### config.mk
export PLATFORM = sky130hd
export DESIGN_NAME = streaming_pattern_matcher
export DESIGN_NICKNAME = d
export VERILOG_FILES = /design/src/rtl/spm_pkg.sv /design/src/rtl/streaming_pattern_matcher.sv /design/src/rtl/spm_cell.sv
export VERILOG_INCLUDE_DIRS = /design/src /design/src/rtl
export SDC_FILE = /design/constraint.sdc
export NUM_CORES = 1
export LEC_CHECK = 0
export BUFFER_PORTS_ARGS = -buffer_cell sky130_fd_sc_hd__buf_2
export CAP_MARGIN = 20
export CORE_MARGIN = 4
export CORE_UTILIZATION = 62
export CTS_BUF_LIST = sky130_fd_sc_hd__clkbuf_16
export DETAILED_ROUTE_END_ITERATION = 7
export GPL_ROUTABILITY_DRIVEN = 0
export PLACE_DENSITY_LB_ADDON = 0.1
export SLEW_MARGIN = 0
export SYNTH_ARGS = -nofsm -noshare
export SYNTH_HDL_FRONTEND = slang
export SYNTH_SLANG_ARGS = --single-unit
export TNS_END_PERCENT = 5
### constraint.sdc
create_clock -name clk -period 15.5 [get_ports clk]
set_clock_uncertainty 0.1 [all_clocks]
set_input_delay 1.55 -clock clk [delete_from_list [all_inputs] [get_ports clk]]
set_output_delay 1.55 -clock clk [all_outputs]
set_load 0.02 [all_outputs]
### src/rtl/streaming_pattern_matcher_assert.svh
// ---------------------------------------------------------------------------
// Assertion macros for the streaming pattern matcher
// Clocked on clk, disabled while arst_n is low.
// ---------------------------------------------------------------------------
`ifndef STREAMING_PATTERN_MATCHER_ASSERT_SVH
`define STREAMING_PATTERN_MATCHER_ASSERT_SVH

// consequent checked in the same cycle
`define SPM_ASSERT_NOW(label, ante, cons) \
	label: assert property (@(posedge clk) disable iff (!arst_n) (ante) |-> (cons)) \
		else $error("spm assertion failed");

// consequent checked in the cycle after the antecedent
`define SPM_ASSERT_NEXT(label, ante, cons) \
	label: assert property (@(posedge clk) disable iff (!arst_n) (ante) |=> (cons)) \
		else $error("spm assertion failed");

`endif

### src/rtl/spm_pkg.sv
// ---------------------------------------------------------------------------
// spm_pkg
// Word types, request codes and cell control for the pattern matcher.
// ---------------------------------------------------------------------------
`default_nettype none

package spm_pkg;

	localparam int MATCH_INDEX_W = 16;

	localparam logic [1:0] REQ_CLEAR  = 2'd0;
	localparam logic [1:0] REQ_APPEND = 2'd1;
	localparam logic [1:0] REQ_TEXT   = 2'd2;
	localparam logic [1:0] REQ_END    = 2'd3;

	localparam logic RES_MATCH     = 1'b0;
	localparam logic RES_NOT_FOUND = 1'b1;

	typedef struct packed {
		logic [1:0] req_type;
		logic [7:0] data_byte;
	} req_t;

	typedef struct packed {
		logic                     result_kind;
		logic [MATCH_INDEX_W-1:0] match_index;
	} res_t;

	typedef struct packed {
		logic shift_text;
		logic shift_pat;
		logic clear;
	} spm_ctl_t;

endpackage

`default_nettype wire

### src/rtl/streaming_pattern_matcher.sv
// ---------------------------------------------------------------------------
// streaming_pattern_matcher
// Exact byte pattern search over a text stream using a row of compare cells.
// ---------------------------------------------------------------------------
//
//  channel  valid      stall      word   contents
//  request  req_valid  req_stall  req    req_type, data_byte
//  result   res_valid  res_stall  res    result_kind, match_index
//
// One word per cycle in while req_stall is low; each word is compared and
// registered in the s1 stage, then a result, if any, in the result register.
// Pattern and text shift through the cell row in the accept cycle, so
// appends and text bytes may follow each other every cycle.
// res_stall holds the result register; the compare stage still takes one
// more word if it is empty, then req_stall rises. No clearing pass after reset.
// ---------------------------------------------------------------------------
`default_nettype none

`include "streaming_pattern_matcher_assert.svh"

module streaming_pattern_matcher
	import spm_pkg::*;
#(
	parameter int PATTERN_MAX = 64,
	parameter int INDEX_BITS  = 16
) (
	input  wire logic clk,
	input  wire logic arst_n,
	input  wire logic req_valid,
	output logic      req_stall,
	input  wire req_t req,
	output logic      res_valid,
	input  wire logic res_stall,
	output res_t      res
);

	localparam int LEN_W = $clog2(PATTERN_MAX + 1);
	localparam int CMP_W = INDEX_BITS + LEN_W;

	logic       accept;
	logic       adv;
	spm_ctl_t   ctl;

	logic [7:0]             text_ch [PATTERN_MAX];
	logic [7:0]             pat_ch  [PATTERN_MAX];
	logic [PATTERN_MAX-1:0] pv_ch;
	logic [PATTERN_MAX-1:0] pv_vec;
	logic [PATTERN_MAX-1:0] ok_vec;

	logic [LEN_W-1:0]      len_q;
	logic [INDEX_BITS-1:0] pos_q;
	logic [INDEX_BITS-1:0] pos_inc;
	logic [CMP_W-1:0]      start_wide;

	logic                   valid_s1;
	logic [1:0]             kind_s1;
	logic [PATTERN_MAX-1:0] ok_s1;
	logic                   len_zero_s1;
	logic                   long_enough_s1;
	logic [INDEX_BITS-1:0]  before_s1;
	logic [INDEX_BITS-1:0]  start_s1;

	logic                   res_valid_q;
	res_t                   res_q;
	logic                   found_q;

	logic                   emit;
	logic                   emit_kind;
	logic [INDEX_BITS-1:0]  emit_idx;
	logic                   found_next;
	logic [INDEX_BITS+MATCH_INDEX_W-1:0] idx_ext;

	// handshake
	assign adv       = !res_valid_q || !res_stall;
	assign req_stall = valid_s1 && !adv;
	assign accept    = req_valid && !req_stall;

	assign ctl.shift_text = accept && (req.req_type == REQ_TEXT);
	assign ctl.shift_pat  = accept && (req.req_type == REQ_APPEND) &&
	                        (len_q < LEN_W'(PATTERN_MAX));
	assign ctl.clear      = accept && (req.req_type == REQ_CLEAR);

	// cell row: newest byte enters at cell 0
	assign text_ch[0] = req.data_byte;
	assign pat_ch[0]  = req.data_byte;
	assign pv_ch[0]   = 1'b1;

	for (genvar k = 0; k < PATTERN_MAX; k++) begin : g_cell
		if (k < PATTERN_MAX - 1) begin : g_mid
			spm_cell u_cell (
				.clk      (clk),
				.arst_n   (arst_n),
				.ctl      (ctl),
				.text_in  (text_ch[k]),
				.pat_in   (pat_ch[k]),
				.pv_in    (pv_ch[k]),
				.text_out (text_ch[k+1]),
				.pat_out  (pat_ch[k+1]),
				.pv_out   (pv_vec[k]),
				.ok       (ok_vec[k])
			);
			assign pv_ch[k+1] = pv_vec[k];
		end else begin : g_last
			spm_cell u_cell (
				.clk      (clk),
				.arst_n   (arst_n),
				.ctl      (ctl),
				.text_in  (text_ch[k]),
				.pat_in   (pat_ch[k]),
				.pv_in    (pv_ch[k]),
				.text_out (),
				.pat_out  (),
				.pv_out   (pv_vec[k]),
				.ok       (ok_vec[k])
			);
		end
	end

	// text count, saturating
	assign pos_inc    = (pos_q == {INDEX_BITS{1'b1}}) ? pos_q : pos_q + 1'b1;
	assign start_wide = CMP_W'(pos_inc) - CMP_W'(len_q);

	always_ff @(posedge clk or negedge arst_n) begin
		if (!arst_n) begin
			len_q    <= '0;
			pos_q    <= '0;
			valid_s1 <= 1'b0;
		end else begin
			if (accept) begin
				valid_s1 <= 1'b1;
			end else if (adv) begin
				valid_s1 <= 1'b0;
			end
			if (accept) begin
				case (req.req_type)
					REQ_CLEAR: begin
						len_q <= '0;
						pos_q <= '0;
					end
					REQ_APPEND: begin
						if (len_q < LEN_W'(PATTERN_MAX)) begin
							len_q <= len_q + 1'b1;
						end
					end
					REQ_TEXT: begin
						pos_q <= pos_inc;
					end
					REQ_END: begin
						pos_q <= '0;
					end
					default: begin
						pos_q <= pos_q;
					end
				endcase
			end
		end
	end

	always_ff @(posedge clk) begin
		if (accept) begin
			kind_s1        <= req.req_type;
			ok_s1          <= ok_vec;
			len_zero_s1    <= (len_q == '0);
			long_enough_s1 <= (CMP_W'(pos_inc) >= CMP_W'(len_q));
			before_s1      <= pos_q;
			start_s1       <= start_wide[INDEX_BITS-1:0];
		end
	end

	// result decision, in word order
	always_comb begin
		emit       = 1'b0;
		emit_kind  = RES_MATCH;
		emit_idx   = before_s1;
		found_next = found_q;
		case (kind_s1)
			REQ_CLEAR: begin
				found_next = 1'b0;
			end
			REQ_APPEND: begin
				found_next = found_q;
			end
			REQ_TEXT: begin
				if (len_zero_s1) begin
					emit       = 1'b1;
					found_next = 1'b1;
				end else if (long_enough_s1 && (&ok_s1)) begin
					emit       = 1'b1;
					emit_idx   = start_s1;
					found_next = 1'b1;
				end
			end
			REQ_END: begin
				if (len_zero_s1) begin
					emit = 1'b1;
				end else if (!found_q) begin
					emit      = 1'b1;
					emit_kind = RES_NOT_FOUND;
					emit_idx  = '0;
				end
				found_next = 1'b0;
			end
			default: begin
				found_next = found_q;
			end
		endcase
	end

	assign idx_ext = {{MATCH_INDEX_W{1'b0}}, emit_idx};

	always_ff @(posedge clk or negedge arst_n) begin
		if (!arst_n) begin
			res_valid_q <= 1'b0;
			found_q     <= 1'b0;
		end else if (adv) begin
			res_valid_q <= valid_s1 && emit;
			if (valid_s1) begin
				found_q <= found_next;
			end
		end
	end

	always_ff @(posedge clk) begin
		if (adv && valid_s1 && emit) begin
			res_q.result_kind <= emit_kind;
			res_q.match_index <= idx_ext[MATCH_INDEX_W-1:0];
		end
	end

	assign res_valid = res_valid_q;
	assign res       = res_q;

	`SPM_ASSERT_NOW(a_len_bound, 1'b1, len_q <= LEN_W'(PATTERN_MAX))
	`SPM_ASSERT_NOW(a_pv_len, 1'b1, $countones(pv_vec) == int'(len_q))
	`SPM_ASSERT_NEXT(a_clear_len, accept && (req.req_type == REQ_CLEAR), len_q == '0)
	`SPM_ASSERT_NOW(a_nf_zero, res_valid_q && (res_q.result_kind == RES_NOT_FOUND),
		res_q.match_index == '0)

endmodule

`default_nettype wire

### src/rtl/spm_cell.sv
// ---------------------------------------------------------------------------
// spm_cell
// One window position: a text byte, the pattern byte aligned to it and a
// flag that the pattern reaches this far. Compares the incoming text byte.
// ---------------------------------------------------------------------------
`default_nettype none

module spm_cell
	import spm_pkg::*;
(
	input  wire logic       clk,
	input  wire logic       arst_n,
	input  wire spm_ctl_t   ctl,
	input  wire logic [7:0] text_in,
	input  wire logic [7:0] pat_in,
	input  wire logic       pv_in,
	output logic      [7:0] text_out,
	output logic      [7:0] pat_out,
	output logic            pv_out,
	output logic            ok
);

	logic [7:0] win_q;
	logic [7:0] pat_q;
	logic       pv_q;

	always_ff @(posedge clk) begin
		if (ctl.shift_text) begin
			win_q <= text_in;
		end
		if (ctl.shift_pat) begin
			pat_q <= pat_in;
		end
	end

	always_ff @(posedge clk or negedge arst_n) begin
		if (!arst_n) begin
			pv_q <= 1'b0;
		end else if (ctl.clear) begin
			pv_q <= 1'b0;
		end else if (ctl.shift_pat) begin
			pv_q <= pv_in;
		end
	end

	// text_in is the byte this cell holds once the shift lands
	assign ok       = !pv_q || (text_in == pat_q);
	assign text_out = win_q;
	assign pat_out  = pat_q;
	assign pv_out   = pv_q;

endmodule

`default_nettype wire
After elaboration in Yosys (flattened, before gate mapping)
Cells that the tools add are included.
Widths: inputs -> output; s select.
- add/subtract/negate cells: 3
- $lt $le $gt $ge: 2
- equality and inequality tests: 73
- multiplexer cells: 147
- bitwise logic cells: 2
- reduce and logical (&&, ||, !) cells: 157
- operator list (operator ; number):
    $eq 8x8->1 ; 64
    $mux 1 ; 136
    $mux 16 ; 5
    $logic_not 1->1 ; 68
    $logic_or 1x1->1 ; 65
    $pmux 16 s2 ; 2
    $reduce_and 64->1 ; 1
    $add 16x1->16 const B ; 1
    $eq 16x16->1 const B ; 1
    $ge 16x7->1 ; 1
    $sub 16x7->16 ; 1
    $pmux 7 s2 ; 1
    $logic_and 1x1->1 ; 10
    $eq 2x2->1 const B ; 4
    $reduce_bool 2->1 ; 4
    $add 7x1->7 const B ; 1
    $logic_not 7->1 ; 1
    $lt 7x7->1 const B ; 1
    $mux 7 ; 1
    $reduce_or 2->1 ; 3
    $eq 2x1->1 const B ; 2
    $logic_not 2->1 ; 2
    $pmux 1 s2 ; 2
    $reduce_and 4->1 ; 1
    other kinds (5) ; 6
- register bits after elaboration: 1223
- input port bits: 14
- word-level logic and storage cells: 588

Longest topological paths before layout
- depth in word-level cells: 10
- depth in mapped cells: 15
- depth with buffers taken out: 14

Modules after synthesis
A second synthesis with hierarchy kept.
- cells, all modules: 2392
- area, all modules: 45160.8 um^2
- modules (own cells, without submodules) (module ; instances ; cells each ; area an instance (um^2)):
    spm_cell ; 64 ; 30 ; 606.8
    streaming_pattern_matcher ; 1 ; 472 ; 6323.6

Worst setup path after synthesis
No wires, ideal clock.
- path type: input to register
- from: in req[8] (netlist bit)
- to: reg g_cell[0].g_mid.u_cell.win_q[0] (enable)
- arrival time: 13.180 ns
- required time: 14.463 ns
- slack: 1.282 ns
- stages: 3
- path buffers: 0
- path through: inv_1 -> ha_1 -> and3_1
- RTL lines (element ; RTL line ; RTL):
    start, declared ; streaming_pattern_matcher.sv:31 ; input wire req_t req,
    end signal, assigned ; spm_cell.sv:29 ; win_q <= text_in;
    end, declared ; spm_cell.sv:23 ; logic [7:0] win_q;

Worst setup path in the final report
- from: in res_stall
- to: reg g_cell[47].g_mid.u_cell.pat_q[0] (enable)
- longest elaborated chain between the ends: 8
- RTL lines (element ; RTL line ; RTL):
    start, declared ; streaming_pattern_matcher.sv:33 ; input wire logic res_stall,
    $logic_not 1->1 ; streaming_pattern_matcher.sv:74 ; assign adv = !res_valid_q || !res_stall;
    $logic_or 1x1->1 ; streaming_pattern_matcher.sv:74 ;
    $logic_not 1->1 ; streaming_pattern_matcher.sv:75 ; assign req_stall = valid_s1 && !adv;
    $logic_and 1x1->1 ; streaming_pattern_matcher.sv:75 ;
    $logic_not 1->1 ; streaming_pattern_matcher.sv:76 ; assign accept = req_valid && !req_stall;
    $logic_and 1x1->1 ; streaming_pattern_matcher.sv:76 ;
    $logic_and 1x1->1 (2 in a row) ; streaming_pattern_matcher.sv:79 ; assign ctl.shift_pat = accept && (req.req_type == REQ_APPEND) &&
    end signal, assigned ; spm_cell.sv:32 ; pat_q <= pat_in;
    end, declared ; spm_cell.sv:24 ; logic [7:0] pat_q;
No other way between the ends.
A chain may end at the register's enable or synchronous reset.

==> results.py <==
metrics = {
    "floorplanning": {
        "core_sq_um": 71400,
        "start_util_pct": 62.5,
        "die-area_sq_um": 76300,
        "ioPinCount": 33,
        "die_w_um": 276,
        "die_h_um": 276,
        "rows": 98,
    },
    "synth": {
        "async_flop_share_pct": 7.36,
        "synth-main-ff-cell": "edfxtp_1",
        "syn_area_sq_um": 44600,
        "synthCells": 2303,
        "synth_edf_count": 1133,
        "ys_warn_count": 0,
        "synth-seq-cells": 1223,
        "synth_area_leaders": "edfxtp_1 76%, xnor2_1 10%, dfrtp_1 5.1%",
        "synth_area_per_cell_sq_um": 19.4,
        "syn_nets": 2334,
        "ys_seq_area_share_pct": 81.3,
        "ys_types": 53,
        "synth_top_area_share_pct": 76.3,
        "yosysTopAreaCell": "edfxtp_1",
    },
    "critical_path": {
        "cpMostUsedCell": "buf_4",
        "worst-setup-path-type": "in -> reg",
        "end_kind": "register",
        "cp.arrival_ps": 4780,
        "critPathSlowestCell": "buf_4",
        "reg2reg_depth": 14,
        "r2r_start": "pos_q[0]$_DFFE_PN0P_",
        "critPathMaxStageDelay_ps": 890,
        "cp-start-kind": "primary input",
        "cp.required_ps": 15660,
        "reg2reg_to": "start_s1[12]$_DFFE_PP_",
        "cp_top_family": "buffers and inverters",
        "crit_chain": "buf_2 -> nand3_1 -> and2_4 -> and3_4 -> buf_4 -> buf_4",
        "regToRegSetupSlack_ps": 11180,
        "critical_path_buf_inv_count": 3,
        "critPathMaxFanout": 78,
    },
    "power": {
        "p_leak_nw": 15.6,
        "powerDensity_nw_per_um2": 137,
        "peakVddDrop_mv": 0.0921,
        "finalPower_mw": 6.82,
    },
    "cells_and_area": {
        "n_antenna_cell": 0,
        "drive_gt1_share_pct": 9.55,
        "nFillCells": 4506,
        "final_cell_mix": "1133 x edfxtp_1, 530 x xnor2_1, 163 x nand4_1, 114 x clkbuf_16, 90 x dfrtp_1",
        "area_growth_pct": 11.5,
        "finish.net_count": 2475,
        "final_common_cell": "edfxtp_1",
    },
    "grt": {
        "grt-ovfl-total": 0,
        "grt_usage_pct": 19.7,
        "grt_pass1_wl_mm": 119,
        "grt_max_degree": 185,
        "grt_pass1_vias": 20800,
        "antenna_found_initial": 0,
    },
    "timing": {
        "fmax_mhz": 217,
        "setup_violations": 0,
        "post-route-period-util_pct": 29.8,
        "max_slew.worst_pin.slew_ps": 1150,
        "slew_viol_final": 0,
        "rsz0062_at_grt": "no",
        "whs_ps": 360,
        "relSlewSlack_pct": 23.5,
        "fin_tns_setup_ps": 0,
        "finalHoldViolCount": 0,
        "period_needed_ps": 4620,
    },
    "clock_network": {
        "post_cts_buffers": 0,
        "ctsHoldBuffers": 0,
        "cts.sinks": 1223,
        "root_buffer": "clkbuf_16",
        "clockBufferDepth": 3,
        "numCtsBuffers": 114,
        "htreeDepth": 3,
        "ctsResizeCount": 0,
        "clk-insertion-delay-late_ps": 660,
        "clk_pin_slew_ps": 60,
        "cts_tree": "done",
    },
    "run": {
        "drv_cap": 0,
    },
    "min_path": {
        "hold_path_depth": 0,
        "hp-class": "reg -> reg",
        "worstHoldStart": "g_cell[53].g_mid.u_cell.text_out[7]$_DFFE_PP_",
        "hold_end": "g_cell[54].g_mid.u_cell.text_out[7]$_DFFE_PP_",
    },
    "detailed_routing": {
        "first_iter_violations": 1946,
        "routedWlPerCell_um": 21.5,
        "num_vias": 20000,
        "wl_mm": 75.2,
        "via_per_inst": 5.72,
        "post-route-drc-count": 0,
        "ant_nets": 0,
        "dr.pass1.iters": 5,
    },
    "placed_design": {
        "numPortBuffers": 32,
        "dp_hpwl_mm": 46.5,
    },
    "status": {
        "status": "completed",
    },
}
[where the power goes]
| group | total [mW] | internal [mW] | switching [mW] |
|---|---|---|---|
| registers | 3.80 | 3.73 | 0.0722 |
| logic | 0.301 | 0.117 | 0.183 |
| clock network | 2.72 | 1.56 | 1.16 |
| total | 6.82 | 5.40 | 1.42 |
[layer usage]
metal | vias to the layer above | GRT usage, % | share of wire (%)
li1 | 9181 | - | -
met1 | 10200 | 28.5 | 44
met2 | 473 | 32.5 | 50
met3 | 85 | 3.11 | 4.6
met4 | 0 | 4.83 | 1.5
met5 | - | 0 | 0
[Yosys cell counts (9+ instances only)]
cell and count:
edfxtp_1 1133, nand4_1 163, a22o_1 85, clkbuf_1 11
nand2_1 27, nor3_1 9, mux2_1 10, nor2_1 14
a21oi_1 11, inv_1 19, dfrtp_1 90, ha_1 16
buf_2 11, xnor2_1 530, o21ai_0 77
[state kept, by name, indices dropped and copies added, names as in the netlist, 16 cells and up]
signal,count
before_s1,16
g_cell.g_mid.u_cell.pat_out,504
start_s1,16
ok_s1,64
res,17
g_cell.g_mid.u_cell.text_out,504
g_cell.g_mid.u_cell.pv_out,63
pos_q,16
[through the flow]
| step | setup WS, ps | util, % | cell area [sq um] | instances |
|---|---|---|---|---|
| floorplan | 1280 | - | 44600 | 2303 |
| global placement | 10260 | 64.5 | 46000 | 3278 |
| finish | 10880 | 69.7 | 49700 | 3495 |
| CTS | 10900 | 69.7 | 49700 | 3495 |
| global route | 10630 | 69.7 | 49700 | 3495 |
| detailed placement | 10200 | 64.5 | 46000 | 3278 |
[kinds of logic after synthesis]
kind of cell | share of synthesized area, %
xor gates and xnor gates | 10.6
muxes | 0.522
adders and majority gates | 0.494
and+or+nand+nor | 3.58
buffers and inverters | 0.418
AOI/OAI and AO/OA | 3.07
DFF | 81.3
[final cells by class]
cell class              instances  area, sq um  share of cell area [%]
inverters                      19         71.3                   0.143
multi-input cells            1036         8170                    16.4
clock inverters               103          837                    1.68
well taps                     950         1190                    2.39
repair buffers                 50          323                   0.649
flip-flops and latches       1223        36300                    73.0
clock buffers                 114         2850                    5.74
[worst max path at each step]
stage	depth (start not counted)	slack (ps)	end	from
3_3_place_gp	6	10260	g_cell[42].g_mid.u_cell.pat_out[7]$_DFFE_PP_	res_stall
4_1_cts	6	10900	g_cell[46].g_mid.u_cell.pat_out[6]$_DFFE_PP_	res_stall
3_5_place_dp	6	10200	g_cell[44].g_mid.u_cell.pat_out[6]$_DFFE_PP_	res_stall
6_report	6	10880	g_cell[47].g_mid.u_cell.pat_out[0]$_DFFE_PP_	res_stall
2_1_floorplan	3	1280	g_cell[0].g_mid.u_cell.text_out[0]$_DFFE_PP_	req[8]
5_1_grt	6	10630	g_cell[47].g_mid.u_cell.pat_out[1]$_DFFE_PP_	res_stall
No activity file was read; power rests on OpenSTA's default activity.
